**src/rtl/rgb_box_downsampler_unit_assert.svh**
```systemverilog
// assertion macros for the rgb box downsampler
`ifndef RGB_BOX_DOWNSAMPLER_UNIT_ASSERT_SVH
`define RGB_BOX_DOWNSAMPLER_UNIT_ASSERT_SVH
`ifndef SYNTHESIS
`define RBD_ASSERT_IMP(label, clk, rst, pre, post) \
  label: assert property (@(posedge clk) disable iff (rst) (pre) |-> (post)) \
    else $error("rbd check failed");
`define RBD_ASSERT_NXT(label, clk, rst, pre, post) \
  label: assert property (@(posedge clk) disable iff (rst) (pre) |=> (post)) \
    else $error("rbd check failed");
`else
`define RBD_ASSERT_IMP(label, clk, rst, pre, post)
`define RBD_ASSERT_NXT(label, clk, rst, pre, post)
`endif
`endif

```
**src/rtl/rbd_pkg.sv**
```systemverilog
// shared types and constants for the rgb box downsampler
`default_nettype none
package rbd_pkg;

  localparam int DEF_MAX_WIDTH  = 8192;
  localparam int DEF_MAX_HEIGHT = 8192;
  localparam int SAMPLE_W       = 16;
  localparam int CFG_W          = 14;
  localparam int QUOT_W         = 16;
  localparam int IDX_W          = 2;
  localparam logic [7:0] ALPHA_OPAQUE = 8'hFF;
  localparam logic [7:0] BYTE_MAX     = 8'd255;

  // configuration register indexes
  localparam logic [IDX_W-1:0] REG_SRC_WIDTH    = 2'd0;
  localparam logic [IDX_W-1:0] REG_SRC_HEIGHT   = 2'd1;
  localparam logic [IDX_W-1:0] REG_MAX_DIM      = 2'd2;
  localparam logic [IDX_W-1:0] REG_WIDE_SAMPLES = 2'd3;

  typedef struct packed {
    logic [SAMPLE_W-1:0] red_sample;
    logic [SAMPLE_W-1:0] green_sample;
    logic [SAMPLE_W-1:0] blue_sample;
  } in_item_t;

  typedef struct packed {
    logic [31:0] argb_pixel;
    logic        frame_last;
  } out_item_t;

  // controller to datapath
  typedef struct packed {
    logic rd;
    logic scale_init;
    logic scale_step;
    logic scale_load;
    logic area_load;
    logic upd;
    logic div_init;
    logic div_step;
    logic out_load;
  } cmd_t;

  // datapath to controller
  typedef struct packed {
    logic frame_start;
    logic blk_ok;
    logic blk_end;
    logic out_free;
  } status_t;

endpackage
`default_nettype wire

```
**src/rtl/rbd_ctrl.sv**
```systemverilog
// controller state machine of the rgb box downsampler
`default_nettype none
module rbd_ctrl import rbd_pkg::*; #(
  parameter int SCALE_STEPS = 15
) (
  input  wire logic    clk,
  input  wire logic    rst,
  input  wire logic    in_valid,
  output logic         in_ready,
  input  wire status_t status,
  output cmd_t         cmd
);

  localparam int MAX_STEPS = (SCALE_STEPS > QUOT_W) ? SCALE_STEPS : QUOT_W;
  localparam int CNT_W     = $clog2(MAX_STEPS);
  localparam logic [CNT_W-1:0] SCALE_LAST = CNT_W'(SCALE_STEPS - 1);
  localparam logic [CNT_W-1:0] DIV_LAST   = CNT_W'(QUOT_W - 1);

  typedef enum logic [6:0] {
    ST_IDLE  = 7'b0000001,
    ST_SCALE = 7'b0000010,
    ST_SLOAD = 7'b0000100,
    ST_ALOAD = 7'b0001000,
    ST_UPD   = 7'b0010000,
    ST_DIV   = 7'b0100000,
    ST_OUT   = 7'b1000000
  } state_t;

  state_t           state, state_next;
  logic [CNT_W-1:0] cnt, cnt_next;

  // next state and commands
  always_comb begin
    state_next = state;
    cnt_next   = cnt;
    cmd        = '0;
    in_ready   = 1'b0;
    case (state)
      ST_IDLE: begin
        in_ready = 1'b1;
        if (in_valid) begin
          cmd.rd = 1'b1;
          if (status.frame_start) begin
            cmd.scale_init = 1'b1;
            cnt_next       = '0;
            state_next     = ST_SCALE;
          end else begin
            state_next = ST_UPD;
          end
        end
      end
      ST_SCALE: begin
        cmd.scale_step = 1'b1;
        cnt_next       = cnt + 1'b1;
        if (cnt == SCALE_LAST) state_next = ST_SLOAD;
      end
      ST_SLOAD: begin
        cmd.scale_load = 1'b1;
        state_next     = ST_ALOAD;
      end
      ST_ALOAD: begin
        cmd.area_load = 1'b1;
        state_next    = ST_UPD;
      end
      ST_UPD: begin
        cmd.upd = 1'b1;
        if (status.blk_ok && status.blk_end) begin
          cmd.div_init = 1'b1;
          cnt_next     = '0;
          state_next   = ST_DIV;
        end else begin
          state_next = ST_IDLE;
        end
      end
      ST_DIV: begin
        cmd.div_step = 1'b1;
        cnt_next     = cnt + 1'b1;
        if (cnt == DIV_LAST) state_next = ST_OUT;
      end
      ST_OUT: begin
        if (status.out_free) begin
          cmd.out_load = 1'b1;
          state_next   = ST_IDLE;
        end
      end
      default: begin
        state_next = ST_IDLE;
      end
    endcase
  end

  // state registers
  always_ff @(posedge clk) begin
    if (rst) begin
      state <= ST_IDLE;
      cnt   <= '0;
    end else begin
      state <= state_next;
      cnt   <= cnt_next;
    end
  end

endmodule
`default_nettype wire

```
**config.mk**
```make
export PLATFORM = sky130hd
export DESIGN_NAME = rbd_ctrl
export DESIGN_NICKNAME = d
export VERILOG_FILES = /design/src/rtl/rgb_box_downsampler_unit_assert.svh /design/src/rtl/rbd_pkg.sv /design/src/rtl/rbd_ctrl.sv
export SDC_FILE = /design/constraint.sdc
export NUM_CORES = 1
export LEC_CHECK = 0
export BUFFER_PORTS_ARGS = -buffer_cell sky130_fd_sc_hd__buf_2
export CAP_MARGIN = 15
export CORE_MARGIN = 3
export CORE_UTILIZATION = 43
export DETAILED_ROUTE_END_ITERATION = 10
export PLACE_DENSITY = 0.73
export SKIP_CTS_REPAIR_TIMING = 1
export SLEW_MARGIN = 15
export SYNTH_ARGS = -nofsm -noshare
export SYNTH_HDL_FRONTEND = slang
export SYNTH_SLANG_ARGS = --single-unit
export TNS_END_PERCENT = 30
```
**constraint.sdc**
```tcl
create_clock -name clk -period 5 [get_ports clk]
set_clock_uncertainty 0.1 [all_clocks]
set_input_delay 0.75 -clock clk [delete_from_list [all_inputs] [get_ports clk]]
set_output_delay 0.75 -clock clk [all_outputs]
set_load 0.05 [all_outputs]
```
# Word level (Yosys, flattened, before mapping)
# Cells that the tools add are included.
# word_totals
reg_bits	11
input_bits	7
out_inout_bits	10
word_cells	46
# classes
add_sub_neg	1
n_eq_ne	15
mux	23
reduce_logical	5
# ops
cell	count
$pmux 7 s7	1
$mux 7	4
$mux 4	3
$ne 2x2->1 const B	6
$pmux 4 s3	1
$mux 1	9
$eq 4x4->1 const B	2
$reduce_and 4->1	2
$eq 7x1->1 const B	1
$eq 7x2->1 const B	1
$eq 7x3->1 const B	1
$eq 7x4->1 const B	1
$eq 7x5->1 const B	1
$eq 7x6->1 const B	1
$eq 7x7->1 const B	1
$mux 2	3
$mux 6	1
$mux 5	1
$add 4x1->4 const B	1
$reduce_bool 3->1	1
$reduce_or 2->1	1
$logic_and 1x1->1	1

# Longest topological paths before layout
# logic_depth
word_depth	4
ltp_mapped	6
depth_no_buf	6

# Worst setup path before layout
# No wires, ideal clock.
# synth_timing
path_kind	register -> output
from	register state[1]
to	output port cmd[7] (netlist bit)
arrival_time_ns	2.410
required_ns	4.150
setup_slack_ns	1.740
stages_incl_launch_ff	5
path_cell_list	dfxtp_1 clkbuf_1 nor4b_1 nor2b_1 and3_1
# synth_lines
item	line_no	source
from (decl)	rbd_ctrl.sv:29	state_t state, state_next;
from (signal assigned)	rbd_ctrl.sv:98	state <= state_next;
to (decl)	rbd_ctrl.sv:11	output cmd_t cmd

==> run summary <==
Least-Margin Pin Slew - 0.629 ns
Fmax achieved - 334 MHz
Wirelength per Cell - 13.0 um
Synth Area in Compound Gates - 14.9%
status - finished clean
simple-gate portion of the synthesized area - 41.9%
Synth Cell Area - 782 um2
footprint of the multi-input gates - 505 um2
hold path cells - 2
most common cell after layout, fill and taps aside - buf_2
Required @ worst endpoint - 4.15 ns
H-tree depth - 1
Crit-path slowest cell - nor4b_1
IO Port Bufs - 16
CTS clk-pin slew, worst paths - 0.08 ns
Tmin final - 2.99 ns
crit path launch - state[0]
initial antenna violation count - 0
HP Start - cnt[1]
layout cells sized above 1 - 23.0%
DRT Wirelength - 1780 um
# Max-Cap Violations - 0
leakage power figure - 0.384 nW
Startpoint Class - flop
Die W - 48.6 um
CTS root buf - clkbuf_4
largest net degree at the start of global routing - 14
Syn Inst Count - 99
Syn-to-layout area delta - 13.8%
number of global-route vias before repair - 704
RSZ-0062 raised after global routing - false
dominant synthesized flop cell - dfxtp_1
Worst R2R End - state[1]
critical path class - flop to output pin
Worst R2R Path Depth - 4
syn_nets - 108
Die ar. - 0.00237 mm2
CORE AREA - 0.00161 mm2
Top delay family on crit path - simple AND/OR/NAND/NOR gates
Worst Hold Endpoint - cnt[1]
n_diodes - 0
Reg area - 220 um2
Seq/Total Area, Yosys - 28.2%
# fillers - 163
Avg Synthesized Cell Area - 7.90 um2
Starting DRT DRC Count - 24
final hold vios - 0
Worst Hold Class - flop to flop
Worst Hold Slack - 0.423 ns
critical path cell sequence - nor4b_1 > nor2b_1 > and3_1 > buf_2
Final Setup Violations - 0
CTS tree - done
PwrDens - 398 mW/mm2
post-synthesis mux area share - 1.28%
Finished Core Util - 55.2%
commonest non-fill, non-tap cells in the layout - buf_2, dfxtp_1, nand2_1, inv_1
Initial DRT Pass Iterations - 4
CP arrival - 2.14 ns
worst skew pair latency - 0.29 ns
R2R Path Start - state[0]
DP HPWL - 1390 um
Critical Path End Type - output pin
Rows - 14
Max clock buf depth - 2
Final ANT Viol Nets - 0
setup slack, reg-to-reg - 2.98 ns
VDD IR max - 195 uV
Slew HR - 57.5%
fin crit share - 59.9%
setup TNS - 0 ns
DRC - 0
Post-Synth Adder-Cell Area - 3.20%
Final Max Tran Viols - 0
vias per cell - 5.63
Nets - 123
total global-route track usage - 15.8%
CP max stage delay - 0.57 ns
Seq cells post-synth - 11
parity-gate share of the synthesized area counting xor and xnor cells - 3.36%
Starting Density - 48.5%
Die Height - 48.6 um
crit-path max FO - 10
critical path buffer and inverter count - 1
largest family of logic cells by synthesized area - simple AND/OR/NAND/NOR gates
RePlAce Congestion - 0.844
via count - 771
Ports - 17
GRT overflow - 0
asr flop ratio synth - 0%
first-pass GRT wire length - 2990 um
clock buffer count from CTS - 3
# clock sinks - 11
Syn. warnings - 0
Post-synth EDFFs - 0
Distinct cells, synth - 40
## layout make-up
type                       count  area share (%)
multi-input combinational     75            56.8
sequential                    11            24.8
timing repair buffer          16            9.00
tap                           24            3.38
inverter                       7            2.95
clock buffer                   3            2.53
clock inverter                 1           0.563
## sequential cells by signal, summed over array words and instances, names as in the netlist
signal  flops
cnt         4
state       7
## worst max path at each step
stage | to | cells past startpoint
floorplan | cmd[7] | 4
global placement | cmd[7] | 4
detailed placement | cmd[7] | 4
CTS | cmd[7] | 4
global route | cmd[7] | 4
finish | cmd[7] | 4
## worst min-delay path: cells and delay by family, from the launching register on
kind | cells | cell delay [ns]
buffers and inverters | 1 | 0.06
AOI/OAI and AO/OA | 1 | 0.08
DFF | 1 | 0.34
## cells by family after synthesis
family | after synthesis
mux | 1
simple gates | 53
buf+inv | 13
fa+ha+maj | 2
compound gates | 16
flops | 11
xor+xnor | 3
## through the flow
| stage | setup WS [ns] | instances | total power [mW] | cell area (um2) |
|---|---|---|---|---|
| after global routing | 1.85 | 137 | 0.377 | 890 |
| after CTS | 2.03 | 137 | 0.355 | 890 |
| after detailed placement | 2.36 | 133 | 0.289 | 862 |
| after floorplan | 1.74 | 99 | 0.260 | 782 |
| final | 2.01 | 137 | 0.354 | 890 |
| after global placement | 2.44 | 133 | 0.286 | 862 |
## synthesized netlist by cell type (all sizes together) (2+ instances only)
| library cell | n | area [um2] |
|---|---|---|
| a21oi | 3 | 15.0 |
| and3 | 2 | 12.5 |
| clkbuf | 5 | 18.8 |
| dfxtp | 11 | 220 |
| ha | 2 | 25.0 |
| inv | 7 | 26.3 |
| nand2 | 7 | 26.3 |
| nand2b | 4 | 25.0 |
| nand3 | 4 | 20.0 |
| nor2 | 6 | 22.5 |
| nor2b | 2 | 12.5 |
| nor3 | 3 | 15.0 |
| nor3b | 6 | 45.0 |
| nor4 | 3 | 18.8 |
| nor4b | 3 | 26.3 |
| o22ai | 2 | 12.5 |
| or2 | 2 | 12.5 |
| or3 | 4 | 30.0 |
| or4 | 2 | 22.5 |
| xnor2 | 2 | 17.5 |
## metal layers
layer	routed length [um]	track usage [%]
met1	811	19.1
met2	821	25.6
met3	131	5.52
met5	0	0
met4	17	6.16
## power by group
part / internal (mW) / switching, mW
Combinational: 0.0615 / 0.113
Sequential: 0.0964 / 0.0185
Clock: 0.0297 / 0.0358
Total: 0.188 / 0.167
(Power assumes the default switching activity.)
